### src/rtl/core/flat_field_correction_top_macros.svh
// ---------------------------------------------------------------------------
// Assertion macros for the flat-field correction block.
// Both expect clk and arst_n in the scope of use.
// ---------------------------------------------------------------------------
`ifndef FLAT_FIELD_CORRECTION_TOP_MACROS_SVH
`define FLAT_FIELD_CORRECTION_TOP_MACROS_SVH

// same-cycle implication
`define FFC_ASSERT_IMP(lbl, ante, cons) \
	lbl: assert property (@(posedge clk) disable iff (!arst_n) (ante) |-> (cons)) \
		else $error("ffc: property violated");

// next-cycle implication
`define FFC_ASSERT_NEXT(lbl, ante, cons) \
	lbl: assert property (@(posedge clk) disable iff (!arst_n) (ante) |=> (cons)) \
		else $error("ffc: property violated");

`endif

### src/rtl/core/ffc_pkg.sv
`timescale 1ns / 1ps
// ---------------------------------------------------------------------------
// ffc_pkg
// Widths, beat types and controller codes for the flat-field correction.
// ---------------------------------------------------------------------------
package ffc_pkg;

	localparam int PIXEL_BITS = 16;
	localparam int MAX_PIXELS = 1048576;
	localparam int PORT_PIX_W = 16;
	localparam int OUT_W      = 32;
	localparam int FRAC_BITS  = 8;

	localparam int PIX_W   = PIXEL_BITS;
	localparam int CNT_W   = $clog2(MAX_PIXELS + 1);
	localparam int TOT_W   = PIX_W + $clog2(MAX_PIXELS);
	localparam int AVG_W   = PIX_W + FRAC_BITS;
	localparam int MAG_W   = PIX_W + AVG_W;
	localparam int PROD_W  = MAG_W + 2;
	localparam int SUM_W   = (MAG_W + 2 > OUT_W + 1) ? MAG_W + 2 : OUT_W + 1;
	localparam int DVD_RAW = (TOT_W + FRAC_BITS > MAG_W) ? TOT_W + FRAC_BITS : MAG_W;

	localparam int DIV_RADIX = 4;
	localparam int DIV_STEPS = (DVD_RAW + DIV_RADIX - 1) / DIV_RADIX;
	localparam int DVD_W     = DIV_STEPS * DIV_RADIX;
	localparam int DVS_W     = (CNT_W > PIX_W) ? CNT_W : PIX_W;
	localparam int STEP_CW   = $clog2(DIV_STEPS + 1);

	typedef struct packed {
		logic                  op;
		logic                  first;
		logic [PORT_PIX_W-1:0] raw_pixel;
		logic [PORT_PIX_W-1:0] flat_pixel;
		logic [PORT_PIX_W-1:0] dark_pixel;
	} in_item_t;

	typedef struct packed {
		logic signed [OUT_W-1:0] corrected;
		logic                    low_contrast;
		logic                    no_reference;
		logic                    saturated;
	} out_item_t;

	typedef enum logic [3:0] {
		ST_IDLE,
		ST_FLAT_GO,
		ST_FLAT_WAIT,
		ST_DARK_GO,
		ST_DARK_WAIT,
		ST_MUL,
		ST_CORR_GO,
		ST_CORR_WAIT,
		ST_SUM,
		ST_EMIT
	} state_t;

	typedef enum logic [1:0] {
		DIV_FLAT,
		DIV_DARK,
		DIV_CORR
	} div_sel_t;

	typedef struct packed {
		logic     acc;
		logic     latch;
		logic     div_start;
		div_sel_t div_sel;
		logic     store_flat;
		logic     store_dark;
		logic     do_mul;
		logic     store_quo;
		logic     do_sum;
		logic     load_out;
	} ctrl_cmd_t;

	typedef struct packed {
		logic count_zero;
		logic avg_ready;
		logic low_contrast;
		logic div_done;
		logic out_free;
	} dp_status_t;

endpackage

### src/rtl/core/ffc_if.sv
`timescale 1ns / 1ps
// ---------------------------------------------------------------------------
// ffc_in_if / ffc_out_if
// Valid/ready stream channels for pixel triples and corrected pixels.
// ---------------------------------------------------------------------------
interface ffc_in_if ();
	logic             valid;
	logic             ready;
	ffc_pkg::in_item_t data;

	modport source (output valid, output data, input ready);
	modport sink   (input valid, input data, output ready);
endinterface

interface ffc_out_if ();
	logic              valid;
	logic              ready;
	ffc_pkg::out_item_t data;

	modport source (output valid, output data, input ready);
	modport sink   (input valid, input data, output ready);
endinterface

### src/rtl/core/ffc_div.sv
`timescale 1ns / 1ps
// ---------------------------------------------------------------------------
// ffc_div
// Unsigned restoring divider, DIV_RADIX quotient bits per cycle.
// ---------------------------------------------------------------------------
module ffc_div (
	input  logic                       clk,
	input  logic                       arst_n,
	input  logic                       start,
	input  logic [ffc_pkg::DVD_W-1:0]  dividend,
	input  logic [ffc_pkg::DVS_W-1:0]  divisor,
	output logic                       busy,
	output logic                       done,
	output logic [ffc_pkg::DVD_W-1:0]  quotient
);

	logic [ffc_pkg::DVS_W-1:0]   rem_q, rem_d;
	logic [ffc_pkg::DVD_W-1:0]   quo_q, quo_d;
	logic [ffc_pkg::DVS_W-1:0]   dvs_q;
	logic [ffc_pkg::STEP_CW-1:0] cnt_q;
	logic                        busy_q, done_q;

	always_comb begin
		logic [ffc_pkg::DVS_W-1:0] r;
		logic [ffc_pkg::DVD_W-1:0] q;
		logic [ffc_pkg::DVS_W:0]   t;
		r = rem_q;
		q = quo_q;
		t = '0;
		for (int i = 0; i < ffc_pkg::DIV_RADIX; i++) begin
			t = {r, q[ffc_pkg::DVD_W-1]};
			q = {q[ffc_pkg::DVD_W-2:0], 1'b0};
			if (t >= {1'b0, dvs_q}) begin
				t    = t - {1'b0, dvs_q};
				q[0] = 1'b1;
			end
			r = t[ffc_pkg::DVS_W-1:0];
		end
		rem_d = r;
		quo_d = q;
	end

	always_ff @(posedge clk or negedge arst_n) begin
		if (!arst_n) begin
			busy_q <= 1'b0;
			done_q <= 1'b0;
			cnt_q  <= '0;
		end else begin
			done_q <= 1'b0;
			if (start) begin
				busy_q <= 1'b1;
				cnt_q  <= ffc_pkg::STEP_CW'(ffc_pkg::DIV_STEPS);
			end else if (busy_q) begin
				cnt_q <= cnt_q - 1'b1;
				if (cnt_q == ffc_pkg::STEP_CW'(1)) begin
					busy_q <= 1'b0;
					done_q <= 1'b1;
				end
			end
		end
	end

	always_ff @(posedge clk) begin
		if (start) begin
			rem_q <= '0;
			quo_q <= dividend;
			dvs_q <= divisor;
		end else if (busy_q) begin
			rem_q <= rem_d;
			quo_q <= quo_d;
		end
	end

	assign busy     = busy_q;
	assign done     = done_q;
	assign quotient = quo_q;

endmodule

### src/rtl/core/ffc_ctrl.sv
`timescale 1ns / 1ps
// ---------------------------------------------------------------------------
// ffc_ctrl
// Sequencer: accumulate beats, averaging, multiply, divide, result hand-off.
// ---------------------------------------------------------------------------
module ffc_ctrl (
	input  logic                clk,
	input  logic                arst_n,
	input  logic                in_valid,
	input  logic                in_op,
	input  ffc_pkg::dp_status_t status,
	output logic                in_ready,
	output ffc_pkg::ctrl_cmd_t  cmd
);

	ffc_pkg::state_t st_q, st_d;

	always_ff @(posedge clk or negedge arst_n) begin
		if (!arst_n) begin
			st_q <= ffc_pkg::ST_IDLE;
		end else begin
			st_q <= st_d;
		end
	end

	always_comb begin
		st_d = st_q;
		unique case (st_q)
			ffc_pkg::ST_IDLE: begin
				if (in_valid && in_op) begin
					if (!status.avg_ready && !status.count_zero) begin
						st_d = ffc_pkg::ST_FLAT_GO;
					end else begin
						st_d = ffc_pkg::ST_MUL;
					end
				end
			end
			ffc_pkg::ST_FLAT_GO: st_d = ffc_pkg::ST_FLAT_WAIT;
			ffc_pkg::ST_FLAT_WAIT: begin
				if (status.div_done) begin
					st_d = ffc_pkg::ST_DARK_GO;
				end
			end
			ffc_pkg::ST_DARK_GO: st_d = ffc_pkg::ST_DARK_WAIT;
			ffc_pkg::ST_DARK_WAIT: begin
				if (status.div_done) begin
					st_d = ffc_pkg::ST_MUL;
				end
			end
			ffc_pkg::ST_MUL: begin
				if (status.count_zero || status.low_contrast) begin
					st_d = ffc_pkg::ST_SUM;
				end else begin
					st_d = ffc_pkg::ST_CORR_GO;
				end
			end
			ffc_pkg::ST_CORR_GO: st_d = ffc_pkg::ST_CORR_WAIT;
			ffc_pkg::ST_CORR_WAIT: begin
				if (status.div_done) begin
					st_d = ffc_pkg::ST_SUM;
				end
			end
			ffc_pkg::ST_SUM: st_d = ffc_pkg::ST_EMIT;
			ffc_pkg::ST_EMIT: begin
				if (status.out_free) begin
					st_d = ffc_pkg::ST_IDLE;
				end
			end
			default: st_d = ffc_pkg::ST_IDLE;
		endcase
	end

	always_comb begin
		in_ready = 1'b0;
		cmd      = '0;
		cmd.div_sel = ffc_pkg::DIV_CORR;
		unique case (st_q)
			ffc_pkg::ST_IDLE: begin
				in_ready  = 1'b1;
				cmd.acc   = in_valid && !in_op;
				cmd.latch = in_valid && in_op;
			end
			ffc_pkg::ST_FLAT_GO: begin
				cmd.div_start = 1'b1;
				cmd.div_sel   = ffc_pkg::DIV_FLAT;
			end
			ffc_pkg::ST_FLAT_WAIT: cmd.store_flat = status.div_done;
			ffc_pkg::ST_DARK_GO: begin
				cmd.div_start = 1'b1;
				cmd.div_sel   = ffc_pkg::DIV_DARK;
			end
			ffc_pkg::ST_DARK_WAIT: cmd.store_dark = status.div_done;
			ffc_pkg::ST_MUL:       cmd.do_mul     = 1'b1;
			ffc_pkg::ST_CORR_GO:   cmd.div_start  = 1'b1;
			ffc_pkg::ST_CORR_WAIT: cmd.store_quo  = status.div_done;
			ffc_pkg::ST_SUM:       cmd.do_sum     = 1'b1;
			ffc_pkg::ST_EMIT:      cmd.load_out   = status.out_free;
			default: ;
		endcase
	end

endmodule

### src/rtl/core/ffc_dp.sv
`timescale 1ns / 1ps
// ---------------------------------------------------------------------------
// ffc_dp
// Reference totals, averages, gain multiply, shared divider, output register.
// ---------------------------------------------------------------------------
`include "flat_field_correction_top_macros.svh"

module ffc_dp (
	input  logic                clk,
	input  logic                arst_n,
	input  ffc_pkg::in_item_t   item,
	input  ffc_pkg::ctrl_cmd_t  cmd,
	output ffc_pkg::dp_status_t status,
	input  logic                out_ready,
	output logic                out_valid,
	output ffc_pkg::out_item_t  out_data
);

	localparam logic signed [ffc_pkg::SUM_W-1:0] SAT_HI =
		{{(ffc_pkg::SUM_W - ffc_pkg::OUT_W + 1){1'b0}}, {(ffc_pkg::OUT_W - 1){1'b1}}};
	localparam logic signed [ffc_pkg::SUM_W-1:0] SAT_LO = ~SAT_HI;

	logic [ffc_pkg::TOT_W-1:0] flat_tot_q, dark_tot_q;
	logic [ffc_pkg::CNT_W-1:0] cnt_q;
	logic [ffc_pkg::AVG_W-1:0] flat_avg_q, dark_avg_q;
	logic                      avg_ready_q;
	logic                      out_valid_q;

	logic [ffc_pkg::PIX_W-1:0] raw_q, flat_q, dark_q;
	logic signed [ffc_pkg::PROD_W-1:0] prod_s2;
	logic signed [ffc_pkg::SUM_W-1:0]  quo_s3;
	ffc_pkg::out_item_t res_q, out_q;

	logic [ffc_pkg::TOT_W-1:0] base_flat, base_dark;
	logic [ffc_pkg::CNT_W-1:0] base_cnt;
	logic [ffc_pkg::PIX_W-1:0] in_flat, in_dark;
	logic                      count_zero, low_contrast;

	logic signed [ffc_pkg::PIX_W:0]    diff;
	logic signed [ffc_pkg::AVG_W:0]    gain;
	logic signed [ffc_pkg::PROD_W-1:0] prod_c;
	logic [ffc_pkg::PROD_W-1:0]        prod_abs;
	logic [ffc_pkg::PIX_W-1:0]         contrast;
	logic [ffc_pkg::SUM_W-1:0]         qmag;
	logic signed [ffc_pkg::SUM_W-1:0]  val;
	ffc_pkg::out_item_t                res_d;

	logic [ffc_pkg::DVD_W-1:0] dvd;
	logic [ffc_pkg::DVS_W-1:0] dvs;
	logic                      div_busy, div_done;
	logic [ffc_pkg::DVD_W-1:0] div_quo;

	assign in_flat      = item.flat_pixel[ffc_pkg::PIX_W-1:0];
	assign in_dark      = item.dark_pixel[ffc_pkg::PIX_W-1:0];
	assign count_zero   = (cnt_q == '0);
	assign low_contrast = (flat_q <= dark_q);

	always_comb begin
		base_flat = item.first ? '0 : flat_tot_q;
		base_dark = item.first ? '0 : dark_tot_q;
		base_cnt  = item.first ? '0 : cnt_q;
	end

	// reference totals and averages
	always_ff @(posedge clk or negedge arst_n) begin
		if (!arst_n) begin
			flat_tot_q  <= '0;
			dark_tot_q  <= '0;
			cnt_q       <= '0;
			flat_avg_q  <= '0;
			dark_avg_q  <= '0;
			avg_ready_q <= 1'b0;
		end else begin
			if (cmd.acc) begin
				avg_ready_q <= 1'b0;
				if (base_cnt < ffc_pkg::CNT_W'(ffc_pkg::MAX_PIXELS)) begin
					flat_tot_q <= base_flat + ffc_pkg::TOT_W'(in_flat);
					dark_tot_q <= base_dark + ffc_pkg::TOT_W'(in_dark);
					cnt_q      <= base_cnt + 1'b1;
				end else begin
					flat_tot_q <= base_flat;
					dark_tot_q <= base_dark;
					cnt_q      <= base_cnt;
				end
			end
			if (cmd.latch && !avg_ready_q && count_zero) begin
				flat_avg_q  <= '0;
				dark_avg_q  <= '0;
				avg_ready_q <= 1'b1;
			end
			if (cmd.store_flat) begin
				flat_avg_q <= div_quo[ffc_pkg::AVG_W-1:0];
			end
			if (cmd.store_dark) begin
				dark_avg_q  <= div_quo[ffc_pkg::AVG_W-1:0];
				avg_ready_q <= 1'b1;
			end
		end
	end

	// gain term and divider operands
	assign diff     = $signed({1'b0, raw_q}) - $signed({1'b0, dark_q});
	assign gain     = $signed({1'b0, flat_avg_q}) - $signed({1'b0, dark_avg_q});
	assign prod_c   = diff * gain;
	assign prod_abs = prod_s2[ffc_pkg::PROD_W-1] ? ffc_pkg::PROD_W'(-prod_s2)
		: ffc_pkg::PROD_W'(prod_s2);
	assign contrast = flat_q - dark_q;

	always_comb begin
		unique case (cmd.div_sel)
			ffc_pkg::DIV_FLAT: begin
				dvd = ffc_pkg::DVD_W'({flat_tot_q, {ffc_pkg::FRAC_BITS{1'b0}}});
				dvs = ffc_pkg::DVS_W'(cnt_q);
			end
			ffc_pkg::DIV_DARK: begin
				dvd = ffc_pkg::DVD_W'({dark_tot_q, {ffc_pkg::FRAC_BITS{1'b0}}});
				dvs = ffc_pkg::DVS_W'(cnt_q);
			end
			ffc_pkg::DIV_CORR: begin
				dvd = ffc_pkg::DVD_W'(prod_abs[ffc_pkg::MAG_W-1:0]);
				dvs = ffc_pkg::DVS_W'(contrast);
			end
			default: begin
				dvd = '0;
				dvs = '0;
			end
		endcase
	end

	ffc_div u_div (
		.clk      (clk),
		.arst_n   (arst_n),
		.start    (cmd.div_start),
		.dividend (dvd),
		.divisor  (dvs),
		.busy     (div_busy),
		.done     (div_done),
		.quotient (div_quo)
	);

	// offset, saturation and flags
	assign qmag = ffc_pkg::SUM_W'(div_quo[ffc_pkg::MAG_W-1:0]);
	assign val  = quo_s3 + $signed(ffc_pkg::SUM_W'(dark_avg_q));

	always_comb begin
		res_d = '0;
		priority if (count_zero) begin
			res_d.no_reference = 1'b1;
		end else if (low_contrast) begin
			res_d.low_contrast = 1'b1;
			res_d.corrected    = ffc_pkg::OUT_W'(dark_avg_q);
		end else if (val > SAT_HI) begin
			res_d.corrected = SAT_HI[ffc_pkg::OUT_W-1:0];
			res_d.saturated = 1'b1;
		end else if (val < SAT_LO) begin
			res_d.corrected = SAT_LO[ffc_pkg::OUT_W-1:0];
			res_d.saturated = 1'b1;
		end else begin
			res_d.corrected = val[ffc_pkg::OUT_W-1:0];
		end
	end

	always_ff @(posedge clk) begin
		if (cmd.latch) begin
			raw_q  <= item.raw_pixel[ffc_pkg::PIX_W-1:0];
			flat_q <= in_flat;
			dark_q <= in_dark;
		end
		if (cmd.do_mul) begin
			prod_s2 <= prod_c;
		end
		if (cmd.store_quo) begin
			quo_s3 <= prod_s2[ffc_pkg::PROD_W-1] ? -$signed(qmag) : $signed(qmag);
		end
		if (cmd.do_sum) begin
			res_q <= res_d;
		end
		if (cmd.load_out) begin
			out_q <= res_q;
		end
	end

	always_ff @(posedge clk or negedge arst_n) begin
		if (!arst_n) begin
			out_valid_q <= 1'b0;
		end else if (cmd.load_out) begin
			out_valid_q <= 1'b1;
		end else if (out_ready) begin
			out_valid_q <= 1'b0;
		end
	end

	assign out_valid = out_valid_q;
	assign out_data  = out_q;

	assign status.count_zero   = count_zero;
	assign status.avg_ready    = avg_ready_q;
	assign status.low_contrast = low_contrast;
	assign status.div_done     = div_done;
	assign status.out_free     = !out_valid_q || out_ready;

	`FFC_ASSERT_IMP(a_div_start_idle, cmd.div_start, !div_busy)
	`FFC_ASSERT_IMP(a_no_overwrite, cmd.load_out, !out_valid_q || out_ready)
	`FFC_ASSERT_NEXT(a_acc_drops_avg, cmd.acc, !avg_ready_q)
	`FFC_ASSERT_IMP(a_flags_exclusive, out_valid_q,
		!(out_q.low_contrast && out_q.no_reference))
	`FFC_ASSERT_IMP(a_sat_normal_only, out_valid_q && out_q.saturated,
		!out_q.low_contrast && !out_q.no_reference)

endmodule

### src/rtl/core/flat_field_correction_top.sv
`timescale 1ns / 1ps
// ---------------------------------------------------------------------------
// flat_field_correction_top
// Dark and gain flat-field correction of streamed pixel triples.
// ---------------------------------------------------------------------------
//  channel  dir  payload                                        beat
//  pixel    in   op, first, raw/flat/dark pixel                 each triple
//  result   out  corrected Q23.8, low_contrast, no_reference,   op 1 only
//                saturated
//
//  Accumulate beats are taken back to back, one per cycle, while the sequencer is idle.
//  A correct beat runs a division on the shared divider at 4 quotient
//  bits a cycle; the first after an accumulate pass adds two average
//  divisions. Low-contrast and empty-reference beats skip the correction
//  division. The result register frees pixel while a result waits;
//  a stalled result holds the sequencer in its last step.
//  Reset clears totals, count, averages and valid state.
// ---------------------------------------------------------------------------
module flat_field_correction_top (
	input  logic             clk,
	input  logic             arst_n,
	ffc_in_if.sink           pixel,
	ffc_out_if.source        result
);

	ffc_pkg::ctrl_cmd_t  cmd;
	ffc_pkg::dp_status_t status;
	logic                in_ready;

	ffc_ctrl u_ctrl (
		.clk      (clk),
		.arst_n   (arst_n),
		.in_valid (pixel.valid),
		.in_op    (pixel.data.op),
		.status   (status),
		.in_ready (in_ready),
		.cmd      (cmd)
	);

	ffc_dp u_dp (
		.clk       (clk),
		.arst_n    (arst_n),
		.item      (pixel.data),
		.cmd       (cmd),
		.status    (status),
		.out_ready (result.ready),
		.out_valid (result.valid),
		.out_data  (result.data)
	);

	assign pixel.ready = in_ready;

endmodule

### src/flat_wrapper.sv
// flat-port wrapper written by rule: the top's interface ports become plain ports
module flat_field_correction_top_flat 
  (clk, arst_n, pixel_valid, pixel_data, pixel_ready, result_valid, result_data, result_ready);
  ffc_in_if pixel_i ();
  ffc_out_if result_i ();
  input  logic clk;
  input  logic arst_n;
  input wire logic [$bits(pixel_i.valid)-1:0] pixel_valid;
  input wire logic [$bits(pixel_i.data)-1:0] pixel_data;
  output wire logic [$bits(pixel_i.ready)-1:0] pixel_ready;
  output wire logic [$bits(result_i.valid)-1:0] result_valid;
  output wire logic [$bits(result_i.data)-1:0] result_data;
  input wire logic [$bits(result_i.ready)-1:0] result_ready;
  assign pixel_i.valid = pixel_valid;
  assign pixel_i.data = pixel_data;
  assign pixel_ready = pixel_i.ready;
  assign result_valid = result_i.valid;
  assign result_data = result_i.data;
  assign result_i.ready = result_ready;
  flat_field_correction_top u_core (.clk(clk), .arst_n(arst_n), .pixel(pixel_i), .result(result_i));
endmodule
### config.mk
export PLATFORM = sky130hd
export DESIGN_NAME = flat_field_correction_top_flat
export DESIGN_NICKNAME = d
export VERILOG_FILES = /design/src/rtl/core/ffc_pkg.sv /design/src/rtl/core/ffc_if.sv /design/src/rtl/core/ffc_div.sv /design/src/rtl/core/ffc_ctrl.sv /design/src/rtl/core/ffc_dp.sv /design/src/rtl/core/flat_field_correction_top.sv /design/src/flat_wrapper.sv
export VERILOG_INCLUDE_DIRS = /design/src /design/src/rtl/core
export SDC_FILE = /design/constraint.sdc
export NUM_CORES = 2
export LEC_CHECK = 0
export BUFFER_PORTS_ARGS = -buffer_cell sky130_fd_sc_hd__buf_2
export CELL_PAD_IN_SITES_DETAIL_PLACEMENT = 1
export CELL_PAD_IN_SITES_GLOBAL_PLACEMENT = 2
export CORE_MARGIN = 5
export CORE_UTILIZATION = 42
export DETAILED_ROUTE_END_ITERATION = 16
export PLACE_DENSITY_LB_ADDON = 0.12
export SLEW_MARGIN = 25
export SYNTH_ARGS = -nofsm -noshare
export SYNTH_HDL_FRONTEND = slang
export SYNTH_SLANG_ARGS = --single-unit
export TNS_END_PERCENT = 50
### constraint.sdc
create_clock -name clk -period 12.7 [get_ports clk]
set_clock_uncertainty 0.05 [all_clocks]
set_input_delay 3.175 -clock clk [delete_from_list [all_inputs] [get_ports clk]]
set_output_delay 3.175 -clock clk [all_outputs]
set_load 0.01 [all_outputs]
==> results.sh <==
export IMPL_firstDrtPassIters=6
export IMPL_slew_headroom_pct=24.6
export IMPL_yosys_area_top_type="fa_1"
export IMPL_synthFlopType="edfxtp_1"
export IMPL_ys_async_sr_fraction_pct=34.8
export IMPL_maxCapViolCount=0
export IMPL_placedCellCount=6102
export IMPL_boundaryPins=91
export IMPL_rows=118
export IMPL_yosysWarnings=0
export IMPL_cp_end_kind="flop"
export IMPL_clk_latency_ns=0.65
export IMPL_layout_area_seq_um2=12200
export IMPL_status="complete, no violations"
export IMPL_wire_per_inst_um=24.1
export IMPL_viasPerCell=5.66
export IMPL_die_area_um2=111000
export IMPL_die_w_um=333
export IMPL_gr_usage_met3_pct=2.52
export IMPL_fin_cells=6207
export IMPL_drt_wl_total_mm=150
export IMPL_place_area_um2=46500
export IMPL_synth_edf_count=266
export IMPL_final_hold_viol_count=0
export IMPL_min_period_ns=12.15
export IMPL_fin_crit_sh_pct=95.7
export IMPL_synth_seq_cells=440
export IMPL_clock_tree_buffer_depth=3
export IMPL_cts_clk_slew_worst_paths_ns=0.06
export IMPL_antenna_found_initial=4
export IMPL_postCtsSetupRepairBufs=0
export IMPL_die_h_um=333
export IMPL_hold_path_class="reg -> reg"
export IMPL_io_buffers=90
export IMPL_yosysTopAreaCellShare_pct=19.5
export IMPL_syn_nets=5461
export IMPL_grt_usage_pct=26.6
export IMPL_cts_tree="yes"
export IMPL_synth_cell_type_count=91
export IMPL_setup_viol=0
export IMPL_tightest_slew_ns=1.13
export IMPL_htree_num_levels=2
export IMPL_grt_overflow_total=0
export IMPL_dp_hpwl_mm=120
export IMPL_netlist_area_um2=43800
export IMPL_fmaxAchievable_mhz=82.3
export IMPL_grt_pass1_wl_mm=230
export IMPL_synthCells=4679
export IMPL_core_um2=103000
export IMPL_grt_pass1_vias=37400
export IMPL_busiest_layer="met2"
export IMPL_multi_input_area_um2=29000
export IMPL_drc_errors=0
export IMPL_grt_start_max_net_pins=65
export IMPL_ys_seq_area_share_pct=28.0
export IMPL_slew_viol_final=0
export IMPL_holdBufCountCts=0
export IMPL_drt_initial_drc_count=2439
export IMPL_arrival_ns=12.43
export IMPL_fillers=11800
export IMPL_gp_congestion=0.890
export IMPL_ant_nets=0
export IMPL_synth_area_leaders="fa_1 19%, edfxtp_1 18%, dfrtp_1 8.7%"
export IMPL_cts_resized_gates=0
export IMPL_use_met1_pct=37.0
export IMPL_fin_nets=5560
export IMPL_clkSinkCount=440
export IMPL_rsz0062_at_grt="no"
export IMPL_crit_fanout=25
export IMPL_max_stage_delay_ns=0.65
export IMPL_design_area_um2=48500
export IMPL_crit_path_start_kind="flop"
export IMPL_use_met2_pct=45.0
export IMPL_root_buffer="clkbuf_16"
export IMPL_synth_area_per_cell_um2=9.35
export IMPL_totalNegativeSetupSlack_ns=0
export IMPL_areaGrowthSynthToFinish_pct=10.7
export IMPL_dr_total_vias=35100
export IMPL_start_util_pct=42.3
export IMPL_drive_above_1_share_pct=8.38
export IMPL_worst_path_max_delay_cell="a211oi_2"
export IMPL_worstSetupPathType="reg -> reg"
export IMPL_cts_buffers=53
export IMPL_crit_required_ns=12.98
-- logic make-up (layout without fill, tap and decap cells) --
group | after synthesis | in the layout | synth area share (%)
simple gates | 1452 | 1452 | 15.5
flops | 440 | 440 | 28.0
compound gates | 945 | 945 | 14.2
xor+xnor | 333 | 333 | 6.66
other cells | 0 | 4 | 0
buf+inv | 732 | 876 | 6.32
mux | 49 | 49 | 1.18
fa+ha+maj | 728 | 728 | 28.1
-- area by class of cell --
cell class / instances / share of cell area (%)
diodes: 4 / 0.0207
multi-input cells: 3507 / 59.9
clock buffers: 64 / 2.93
clock inverters: 36 / 1.05
repair buffers: 210 / 2.87
inverters: 566 / 4.38
flip-flops and latches: 440 / 25.3
well taps: 1380 / 3.56
-- critical path, delay by kind of cell, from the launching register on --
family | cells | cell delay (ns)
buf+inv | 9 | 1.27
compound gates | 20 | 5.15
flops | 1 | 0.38
simple gates | 11 | 2.64
mux | 2 | 0.78
fa+ha+maj | 5 | 1.44
-- path summary, 6_finish.rpt --
kind / startpoint / to / slack (ns) / depth (start not counted)
worst max-delay path: u_core.u_dp.u_div.quotient[43] / u_core.u_dp.u_div.quotient[0] / 0.55 / 47
worst min-delay path: u_core.u_dp.res_q[1] / u_core.u_dp.out_data[1] / 0.37 / 0
worst max register to register: u_core.u_dp.u_div.quotient[43] / u_core.u_dp.u_div.quotient[0] / 0.55 / 47
worst min register to register: u_core.u_dp.res_q[1] / u_core.u_dp.out_data[1] / 0.37 / 0
max in group asynchronous: arst_n / u_core.u_dp.u_div.cnt_q[2] / 8.09 / 3
min in group asynchronous: arst_n / u_core.u_dp.out_valid / 2.38 / 1
-- per-layer routing --
metal | wire length (um) | vias up
li1 | - | 16100
met1 | 68000 | 18100
met2 | 71500 | 695
met3 | 5710 | 171
met4 | 4450 | 0
met5 | 0 | -
-- stage by stage --
step                      worst slack, ns  hold slack [ns]  util (%)
after floorplan                      2.05            0.350         -
after global placement              0.716            0.353      44.9
after detailed placement            0.402            0.356      44.9
after CTS                           0.238            0.371      46.8
after global routing               0.0213            0.377      46.8
final                               0.552            0.370      46.8
-- sequential cells by signal, indices dropped and copies added (netlist names) --
register	cells
u_core.u_dp.avg_ready_q	1
u_core.u_dp.flat_avg_q	24
u_core.u_dp.res_q	35
u_core.u_dp.cnt_q	21
u_core.u_dp.u_div.rem_q	21
u_core.u_dp.prod_s2	41
u_core.u_dp.u_div.busy	1
u_core.u_dp.u_div.quotient	44
u_core.u_dp.dark_avg_q	24
u_core.u_ctrl.st_q	4
u_core.u_dp.quo_s3	42
u_core.u_dp.dark_tot_q	36
u_core.u_dp.u_div.cnt_q	4
u_core.u_dp.out_data	35
u_core.u_dp.u_div.done	1
u_core.u_dp.dark_q	16
u_core.u_dp.u_div.dvs_q	21
u_core.u_dp.flat_tot_q	36
u_core.u_dp.raw_q	16
u_core.u_dp.flat_q	16
u_core.u_dp.out_valid	1
-- cells in the mapped netlist (40+ instances only) --
library cell and n:
clkbuf_1 150, fa_1 426, nand2b_1 60, and2_1 40, xor2_1 145, nor2b_1 104
nand3_1 77, a21oi_1 223, nor2_1 327, and3_1 47, o31ai_1 62, ha_1 302
o21a_1 45, xnor2_1 188, o21ai_0 233, nand2_1 579, edfxtp_1 266, inv_1 564
a21o_1 77, nor3_1 53, dfrtp_1 153
-- placed cells by master (no fill, tap or decap), types with 20 or more instances in the layout --
master and instances:
nand2_1 578, inv_1 564, fa_1 425, nor2_1 321, ha_1 302, edfxtp_1 266, o21ai_0 232, a21oi_1 223
xnor2_1 174, dfrtp_1 153, xor2_1 140, buf_4 118, nor2b_1 104, buf_2 89, nand3_1 77, a21o_1 77
o31ai_1 61, nand2b_1 60, clkbuf_16 53, nor3_1 50, o21a_1 45, and3_1 45, o211ai_1 39, and2_1 38
nand4_1 38, a222oi_1 36, or3_1 32, mux2i_1 28, a211oi_1 26, o21bai_1 24, mux2_2 21, dfxtp_1 21
a31oi_1 20
Power is not shown: default switching activity piles up to over one toggle a cycle in this logic, so the estimate is an artifact.
